`src/sobel_pkg.sv`:
```
// shared types and constants for the sobel edge magnitude block
package sobel_pkg;

  localparam int PixW    = 16;
  localparam int WidthW  = 13;
  localparam int HeightW = 16;
  localparam int PendW   = 13;
  localparam int GradW   = 19;  // abs gradient, up to 4*65535
  localparam int SqW     = 39;  // sum of two squares
  localparam int RootW   = 20;

  localparam logic [0:0] CFG_WIDTH  = 1'b0;
  localparam logic [0:0] CFG_HEIGHT = 1'b1;

  localparam logic FUNC_PIXEL = 1'b0;
  localparam logic FUNC_FLUSH = 1'b1;

  typedef struct packed {
    logic            func;
    logic [PixW-1:0] pixel_value;
  } in_item_t;

  typedef struct packed {
    logic [PixW-1:0] edge_value;
    logic            end_of_row;
    logic            end_of_frame;
  } out_item_t;

  // one 3x3 window job handed from front to back
  typedef struct packed {
    logic [PixW-1:0] l0, l1, l2, c0, c1, c2, r0, r1, r2;
    logic            end_of_row;
    logic            end_of_frame;
  } job_t;

endpackage

```
`src/sobel_queue.sv`:
```
// short job queue between front and back
module sobel_queue (
  input  logic            clk,
  input  logic            rst,
  input  logic            wr_valid,
  output logic            full,
  input  sobel_pkg::job_t wr_job,
  output logic            rd_valid,
  input  logic            rd_take,
  output sobel_pkg::job_t rd_job
);
  import sobel_pkg::*;

  job_t       slot [4];
  logic [1:0] wp, rp;
  logic [2:0] count;

  // full kept one early so an item in work always has room
  assign full = count >= 3'd3;
  assign rd_valid = count != '0;
  assign rd_job = slot[rp];

  always_ff @(posedge clk) begin
    if (wr_valid) slot[wp] <= wr_job;
  end

  always_ff @(posedge clk) begin
    if (rst) begin
      wp <= '0; rp <= '0; count <= '0;
    end else begin
      if (wr_valid) wp <= wp + 2'd1;
      if (rd_take) rp <= rp + 2'd1;
      count <= count + 3'(wr_valid) - 3'(rd_take);
    end
  end

endmodule

```
`config.mk`:
```
export PLATFORM = sky130hd
export DESIGN_NAME = sobel_queue
export DESIGN_NICKNAME = d
export VERILOG_FILES = /design/src/sobel_pkg.sv /design/src/sobel_queue.sv
export SDC_FILE = /design/constraint.sdc
export NUM_CORES = 1
export LEC_CHECK = 0
export BUFFER_PORTS_ARGS = -buffer_cell sky130_fd_sc_hd__buf_2
export CAP_MARGIN = 10
export CORE_MARGIN = 5
export CORE_UTILIZATION = 51
export CTS_CLUSTER_SIZE = 14
export DETAILED_ROUTE_END_ITERATION = 8
export PLACE_DENSITY = 0.84
export SYNTH_ARGS = -nofsm -noshare
export SYNTH_HDL_FRONTEND = slang
export SYNTH_SLANG_ARGS = --single-unit
```
`constraint.sdc`:
```
create_clock -name clk -period 9.5 [get_ports clk]
set_clock_uncertainty 0.05 [all_clocks]
set_input_delay 0.475 -clock clk [delete_from_list [all_inputs] [get_ports clk]]
set_output_delay 0.475 -clock clk [all_outputs]
set_load 0.02 [all_outputs]
```
==> run summary <==
vias = 9906
Slew @ Worst Pin = 1.00 ns
Final Net Count = 1355
relative max-transition margin = 33.3%
Initial DRT Pass Iterations = 5
RSZ-0062 raised after global routing = false
dpl hpwl = 24900 um
post-detailed-route count of antenna-violating nets = 0
Synth async-reset ratio = 0%
cell family with most CP delay = buffers and inverters
most used cell, CP = buf_4
Crit-path slowest cell = dfxtp_4
Clock transition at path regs = 0.06 ns
Sink Count = 593
Hold Path Class = input pin to register
TritonCTS clock tree = yes
TritonCTS buffer count = 58
Setup WS post-layout = 5.36 ns
PostCTS Resize Cnt = 0
status = complete, no violations
Slew Limit Fails = 0
FF+latch count, synth = 593
CP cell instances = buf_4 -> buf_4 -> mux4_2 -> buf_2
drt via density = 5.54
Die X = 215 um
layout cells sized above 1 = 43.4%
setup TNS = 0 ns
critical path startpoint category = register
top-count cell post-synth = edfxtp_1
Die Y = 215 um
H-tree depth = 2
Crit. End Element = output port
Die Footprint = 46300 sq um
Post-synth top cells = edfxtp_1 (584), mux4_2 (146), buf_2 (15), buf_4 (11), dfxtp_1 (9)
Req. time, crit path = 8.98 ns
I/O Buffers = 297
Post CTS Setup Buffer Count = 0
gr usage total = 18.3%
Initial Utilization = 51.4%
CP max FO = 36
wire per inst = 23.6 um
FP Rows = 75
io pins = 298
Post-Syn Nets = 965
Post-synth EDFFs = 584
main flop type after synthesis = edfxtp_1
Netlist cell types = 21
Layout area overhead = 20.2%
Peak Freq = 242 MHz
largest net degree at the start of global routing = 67
Levels on crit path = 4
Yosys top cell area share = 81.6%
Static Leakage = 8.68 nW
hold-fix buffers at CTS = 52
yosys warns = 0
Final min period = 4.14 ns
DRT Wirelength = 42200 um
clk_lat worst skew = 0.59 ns
Power per Cell Area = 223 nW/um^2
drt drc = 0
Initial DRC Count = 616
most area-hungry cell type in the Yosys netlist = edfxtp_1
global-route wire length before repair = 65200 um
Hold Path Depth = 1
worst vdd ir = 173 uV
dominant cells by area after synthesis = edfxtp_1 (82%), mux4_2 (15%), dfxtp_1 (0.84%), ha_1 (0.41%), buf_4 (0.38%)
CTS Root Cell = clkbuf_16
Cells after DPL = 1624
crit share post-route = 43.6%
max-cap viol count = 0
Worst Path Arrival = 3.62 ns
pre-CTS WS = 5.86 ns
Critical Path Max Stage Delay = 0.77 ns
Core Area = 41800 sq um
initial antenna violation count = 11
Final GP Congestion = 0.721
WP buf/inv = 3
Critical Setup Path Class = register to output port
R2R cell count = 4
# setup viols final = 0
gr ovfl total = 0
synthesized instance count = 807
Clock Path Buffers = 3
worst hold margin = 0.0464 ns
Syn Std Cell Area = 21500 sq um
Final Non-Filler Cells = 1787
vias in the first global route = 10700
Hold Vio Cnt, Final = 0
Seq/Total Area, Yosys = 82.5%
Mean Syn Cell Area = 26.6 sq um
[cells by family (layout without fill, tap and decap cells)]
family          after synthesis  after routing  share of synthesized area, %
mux                         147            147                          15.4
xor+xnor                      3              3                         0.122
flops                       593            593                          82.5
buf+inv                      39            474                          1.10
other cells                   0              6                             0
simple gates                 14             14                         0.338
fa+ha+maj                     8              8                         0.501
compound gates                3              3                        0.0932
[per-layer routing]
metal  part of all wire [%]  GRT usage, %  vias up  wire length [um]
li1                       -             -     4280                 -
met1                     38          23.4     5172             16100
met2                     51          30.2      357             21300
met3                    8.8          6.67       85              3730
met4                    2.4          5.06       12              1010
met5                   0.18             0        -                75
[power by group]
| part | leakage, nW | switching [mW] | internal [mW] | total, mW |
|---|---|---|---|---|
| combinational | 2.39 | 0.367 | 0.251 | 0.618 |
| clock | 0.845 | 0.909 | 1.18 | 2.09 |
| sequential | 5.44 | 0.0392 | 3.01 | 3.05 |
[state kept, by name (all words and copies together) (netlist names), named ones only]
| name | cells |
|---|---|
| slot | 584 |
| rp | 2 |
| count | 3 |
| wp | 2 |
[final cells by class]
cell class	instances	area (sq um)
Sequential cell	593	17700
Fill cell	2740	15900
Multi-Input combinational cell	175	3530
Timing Repair Buffer	362	2100
Clock buffer	70	1520
Tap cell	539	674
Clock inverter	35	218
Inverter	7	26.3
Antenna cell	6	15.0
[final timing paths]
check | slack, ns | startpoint | endpoint
hold reg to reg | 0.48 | rp[1] | register
hold / removal | 0.05 | wr_job[125] | slot[0][125]
setup / recovery | 5.36 | register | rd_job[27]
setup reg to reg | 7.12 | wp[0] | slot[0][62]
[layout by cell type (no fill, tap or decap), types with 2 or more instances in the layout]
cell type	instances
nor2b_1	2
dfxtp_4	2
buf_4	13
nor2_1	5
and2_4	4
clkinv_1	18
inv_1	7
mux4_2	146
edfxtp_1	584
bufinv_16	2
dlygate4sd3_1	52
ha_1	7
clkinvlp_4	3
buf_2	297
clkinv_2	10
xnor2_1	3
diode_2	6
clkbuf_16	59
dfxtp_1	7
clkbuf_1	11
inv_6	2
[metrics by stage]
step,total power [mW],area (sq um),utilization [%]
finish,5.76,25800,61.8
global route,5.99,25800,61.8
CTS,5.82,25800,61.8
detailed placement,3.71,23500,56.4
global placement,3.69,23500,56.4
floorplan,3.50,21500,-
(Power assumes the default switching activity.)
