File: src/sobel_pkg.sv
// shared types and constants for the sobel edge magnitude block
package sobel_pkg;

  localparam int PixW    = 16;
  localparam int WidthW  = 13;
  localparam int HeightW = 16;
  localparam int PendW   = 13;
  localparam int GradW   = 19;  // abs gradient, up to 4*65535
  localparam int SqW     = 39;  // sum of two squares
  localparam int RootW   = 20;

  localparam logic [0:0] CFG_WIDTH  = 1'b0;
  localparam logic [0:0] CFG_HEIGHT = 1'b1;

  localparam logic FUNC_PIXEL = 1'b0;
  localparam logic FUNC_FLUSH = 1'b1;

  typedef struct packed {
    logic            func;
    logic [PixW-1:0] pixel_value;
  } in_item_t;

  typedef struct packed {
    logic [PixW-1:0] edge_value;
    logic            end_of_row;
    logic            end_of_frame;
  } out_item_t;

  // one 3x3 window job handed from front to back
  typedef struct packed {
    logic [PixW-1:0] l0, l1, l2, c0, c1, c2, r0, r1, r2;
    logic            end_of_row;
    logic            end_of_frame;
  } job_t;

endpackage

File: src/sobel_back.sv
// back part: gradients, squares, pipelined square root and output register
module sobel_back (
  input  logic                 clk,
  input  logic                 rst,
  input  logic                 job_valid,
  output logic                 job_take,
  input  sobel_pkg::job_t      job,
  output logic                 out_valid,
  input  logic                 out_stall,
  output sobel_pkg::out_item_t out_item
);
  import sobel_pkg::*;

  localparam int Steps = RootW;  // one root bit per step

  // pipeline advances when the output is free
  logic adv;
  assign adv = !out_valid || !out_stall;
  assign job_take = job_valid && adv;

  // gradients
  logic [GradW-1:0] ax, ay;
  logic [1:0] fl1;
  logic v1;
  logic signed [GradW:0] gx, gy;
  always_comb begin
    gy = $signed({2'b0, job.l0}) + $signed({1'b0, job.c0, 1'b0}) + $signed({2'b0, job.r0})
       - $signed({2'b0, job.l2}) - $signed({1'b0, job.c2, 1'b0}) - $signed({2'b0, job.r2});
    gx = $signed({2'b0, job.l0}) + $signed({1'b0, job.l1, 1'b0}) + $signed({2'b0, job.l2})
       - $signed({2'b0, job.r0}) - $signed({1'b0, job.r1, 1'b0}) - $signed({2'b0, job.r2});
  end

  // squares, one multiplier each
  logic [SqW-1:0] sq;
  logic [1:0] fl2;
  logic v2;

  // square root stages
  logic [SqW-1:0]   rem  [Steps+1];
  logic [RootW-1:0] root [Steps+1];
  logic [1:0]       fls  [Steps+1];
  logic             vs   [Steps+1];

  always_ff @(posedge clk) begin
    if (adv) begin
      ax <= gx[GradW] ? GradW'(-gx) : gx[GradW-1:0];
      ay <= gy[GradW] ? GradW'(-gy) : gy[GradW-1:0];
      fl1 <= {job.end_of_row, job.end_of_frame};
      sq <= SqW'(ax * ax) + SqW'(ay * ay);
      fl2 <= fl1;
    end
  end

  assign rem[0] = sq;
  assign root[0] = '0;
  assign fls[0] = fl2;
  assign vs[0] = v2;

  for (genvar i = 0; i < Steps; i++) begin : g_root
    localparam int Sh = 2 * (Steps - 1 - i);
    logic [SqW+1:0] trial;
    always_comb trial = ({2'b0, rem[i]} >> Sh) - (SqW+2)'({root[i], 2'b01});
    always_ff @(posedge clk) begin
      if (adv) begin
        if (!trial[SqW+1]) begin
          rem[i+1]  <= rem[i] - (SqW'({root[i], 2'b01}) << Sh);
          root[i+1] <= {root[i][RootW-2:0], 1'b1};
        end else begin
          rem[i+1]  <= rem[i];
          root[i+1] <= {root[i][RootW-2:0], 1'b0};
        end
        fls[i+1] <= fls[i];
      end
    end
    always_ff @(posedge clk) begin
      if (rst) vs[i+1] <= 1'b0;
      else if (adv) vs[i+1] <= vs[i];
    end
  end

  always_ff @(posedge clk) begin
    if (rst) begin
      v1 <= 1'b0; v2 <= 1'b0;
    end else if (adv) begin
      v1 <= job_valid; v2 <= v1;
    end
  end

  // output register
  assign out_valid = vs[Steps];
  assign out_item = '{
    edge_value: (root[Steps] > RootW'(16'hffff)) ? 16'hffff : root[Steps][PixW-1:0],
    end_of_row: fls[Steps][1],
    end_of_frame: fls[Steps][0]};

endmodule

File: config.mk
export PLATFORM = sky130hd
export DESIGN_NAME = sobel_back
export DESIGN_NICKNAME = d
export VERILOG_FILES = /design/src/sobel_pkg.sv /design/src/sobel_back.sv
export SDC_FILE = /design/constraint.sdc
export NUM_CORES = 2
export LEC_CHECK = 0
export BUFFER_PORTS_ARGS = -buffer_cell sky130_fd_sc_hd__clkbuf_2
export CAP_MARGIN = 30
export CELL_PAD_IN_SITES_DETAIL_PLACEMENT = 0
export CELL_PAD_IN_SITES_GLOBAL_PLACEMENT = 1
export CORE_UTILIZATION = 40
export DETAILED_ROUTE_END_ITERATION = 6
export GPL_ROUTABILITY_DRIVEN = 0
export GPL_TIMING_DRIVEN = 0
export PLACE_DENSITY = 0.67
export SLEW_MARGIN = 20
export SYNTH_ARGS = -nofsm -noshare
export SYNTH_HDL_FRONTEND = slang
export SYNTH_SLANG_ARGS = --single-unit
export TNS_END_PERCENT = 1
File: constraint.sdc
create_clock -name clk -period 37.7 [get_ports clk]
set_clock_uncertainty 0.15 [all_clocks]
set_input_delay 1.885 -clock clk [delete_from_list [all_inputs] [get_ports clk]]
set_output_delay 1.885 -clock clk [all_outputs]
set_load 0.01 [all_outputs]
==> summary.md <==
| Metric | Value |
|---|---|
| Status | finished, final reports clean |
| Min Tclk post-route | 10.13 ns |
| Hold Vio Cnt, Final | 0 |
| Flop2flop setup slack | 27.57 ns |
| Dominant cell type by area after synthesis | edfxtp_1 |
| Final period util | 26.86% |
| CP peak stage delay | 0.74 ns |
| First-pass GRT wire length | 250400 um |
| Slowest CP cell | clkbuf_1 |
| Hold Crit Class | reg2reg |
| Count of non-filler cells in the finished layout | 9129 |
| Share of the synthesized area in the top cell type | 43.65% |
| RSZ-0062 raised after global routing | no |
| CTS buffer count | 114 |
| Netlist cell types | 80 |
| Ratio of cells with drive above 1 in the final layout | 6.888% |
| Wire per inst | 16.89 um |
| Clock Tree Buf Depth | 3 |
| Placed Area | 78140 um^2 |
| Initial Utilization | 40.25% |
| Critical-path cell list | clkbuf_1 -> clkbuf_1 -> nand2_1 -> fa_1 -> fa_1 -> fa_1 -> inv_1 -> ha_1 -> fa_1 -> fa_1 -> fa_1 -> inv_1 -> fa_1 -> inv_1 -> ha_1 -> and3_1 -> a221oi_1 -> o21ai_0 -> o21ba_2 -> a31oi_1 -> buf_2 -> a31oi_1 -> o21ai_0 -> xor2_1 |
| Syn avg cell area | 11.76 um^2 |
| Critical path class | reg2reg |
| Antenna violations before repair | 2 |
| DRC | 0 |
| Max-slew headroom | 30.67% |
| Design area | 82020 um^2 |
| Die W | 431.2 um |
| Post-synth top flop | edfxtp_1 |
| Crit path top cell by count | fa_1 |
| Clk root buf | clkbuf_16 |
| Met2 wire length | 75630 um |
| Async SR Flop Fraction | 0% |
| Die area | 185900 um^2 |
| I/O pins | 170 |
| CORE AREA | 183100 um^2 |
| Vias per cell | 4.819 |
| Sink Count | 1093 |
| Placed cell count | 8911 |
| Clock transition at the registers of the reported paths | 0.06 ns |
| Nets | 7884 |
| CP delay by family, top | adder cells |
| Sequential-to-total area share from yosys stat | 44.24% |
| Gr ovfl total | 0 |
| Hold endpoint | rem[675] |
| Post-CTS Repair Setup Buffers | 0 |
| Crit Path Max Fanout | 10 |
| GRT Util Overall | 17.11% |
| TritonCTS clock tree | yes |
| MaxCap Viol Count | 0 |
| #FFs+latches synth | 1093 |
| Die Y-Extent | 431.2 um |
| Metal-1 WL | 66510 um |
| CTS Hold Buffers Added | 0 |
| Max-slew violations | 0 |
| IO Port Bufs | 153 |
| Worst Path Required | 38.02 ns |
| Fmax | 98.74 MHz |
| Largest net degree at the start of global routing | 60 |
| Top layer in use | met4 |
| PostCTS Resize Cnt | 0 |
| Post-route ant nets | 0 |
| CP bufs+invs | 6 |
| Synth Cell Area | 73680 um^2 |
| Reg2reg start | ax[1] |
| Setup crit end kind | register |
| Number of synthesized flops with an enable pin | 1071 |
| Hold Crit Depth | 0 |
| Startpoint Class | register |
| Min Hold Slack | 0.2536 ns |
| Htree depth | 3 |
| Met3 routed WL | 7098 um |
| Vias in the first global route | 46760 |
| DRT Pass-1 Iters | 5 |
| Via count | 43993 |
| Area Growth Syn to Fin | 11.32% |
| Finish-stage setup viols | 0 |
| Hold_sp | rem[714] |
| Post-DP HPWL | 125400 um |
| Top post-synthesis cells by area | edfxtp_1 44%, fa_1 19%, ha_1 7.9% |
| Post-Synthesis Cells | 6265 |
| Clock Latency Late Sink | 0.77 ns |
| Post-synthesis net count | 7582 |
| Drt total wl | 154200 um |
| Final core utilization | 44.80% |
| R2r worst-path depth | 24 |
| Critical Path AT | 10.45 ns |
| Worst Tran Pin Value | 1.040 ns |
| Reg2Reg Capture Point | sq[25] |
| 1st-iter DRT viols | 2164 |
| Yosys Warn Count | 0 |
| # rows | 157 |
[layer usage]
metal,vias up,GRT usage [%]
li1,21529,-
met1,21434,21.39
met2,781,29.67
met3,249,2.971
met4,0,6.162
met5,-,0
[state kept, by name, summed over array words and instances (netlist names)]
register   cells
fl2            2
v2             1
ax            19
v1             1
ay            19
sq            39
rem          740
root         210
fls           38
out_valid      1
fl1            2
vs            19
out_item       2
[how the worst max path moves through the flow]
| stage | endpoint | from | depth (start not counted) | slack (ns) |
|---|---|---|---|---|
| floorplan | ax[0] | out_stall | 4 | 4.45 |
| global placement | rem[658] | out_stall | 5 | -5.90 |
| detailed placement | sq[25] | ax[1] | 24 | 27.61 |
| CTS | sq[25] | ax[1] | 24 | 27.54 |
| global route | sq[35] | ax[1] | 25 | 27.25 |
| finish | sq[25] | ax[1] | 24 | 27.57 |
[cells in the mapped netlist (66+ instances only)]
cell	number
nor2_1	240
o21ai_0	197
inv_1	1201
a21o_1	90
nand3_1	72
a21oi_1	272
fa_1	704
and2_1	165
nand2b_1	77
o21a_1	66
nand2_1	441
ha_1	463
clkbuf_1	125
edfxtp_1	1071
nor3_1	96
xor2_1	150
xnor2_1	234
[cell usage in the layout, fill, tap and decap left out, types with 22 or more instances in the layout]
cell type	netlist	layout
a21o_1	90	90
a21oi_1	272	272
a31oi_1	31	31
and2_1	165	165
and3_1	24	24
clkbuf_1	125	144
clkbuf_16	0	114
clkbuf_2	0	155
clkinv_1	0	24
dfxtp_1	22	22
edfxtp_1	1071	1071
fa_1	704	704
ha_1	463	463
inv_1	1201	1201
mux2_2	45	45
nand2_1	441	441
nand2b_1	77	77
nand3_1	72	72
nand4_1	24	24
nor2_1	240	240
nor2b_1	40	40
nor3_1	96	96
nor4_1	46	46
o21a_1	66	66
o21ai_0	197	197
o31ai_1	31	31
or2_2	31	31
or3_1	37	37
xnor2_1	234	234
xor2_1	150	150
[cell families after synthesis]
| group | count (synthesis) | synth area share, % |
|---|---|---|
| AOI/OAI and AO/OA | 850 | 7.185 |
| xor gates and xnor gates | 384 | 4.564 |
| DFF | 1093 | 44.24 |
| adders and majority gates | 1167 | 26.99 |
| and+or+nand+nor | 1375 | 9.314 |
| muxes | 57 | 0.8507 |
| buffers and inverters | 1339 | 6.853 |
[final cells by class]
class,instances,area [um^2]
plain buffers,137,541.8
repair buffers,186,1389
flip-flops and latches,1093,32600
clock inverters,79,929.6
fillers,16874,101100
inverters,1202,4512
well taps,2464,3083
clock buffers,134,2928
diodes,1,2.502
multi-input cells,3833,36040
[stage by stage]
step | TNS, ns | setup WS (ns)
finish | 0 | 27.57
global route | 0 | 27.25
CTS | 0 | 27.54
detailed placement | 0 | 27.61
global placement | -6145.47 | -5.898
floorplan | 0 | 4.450
Power is not shown: default switching activity piles up to over one toggle a cycle in this logic, so the estimate is an artifact.
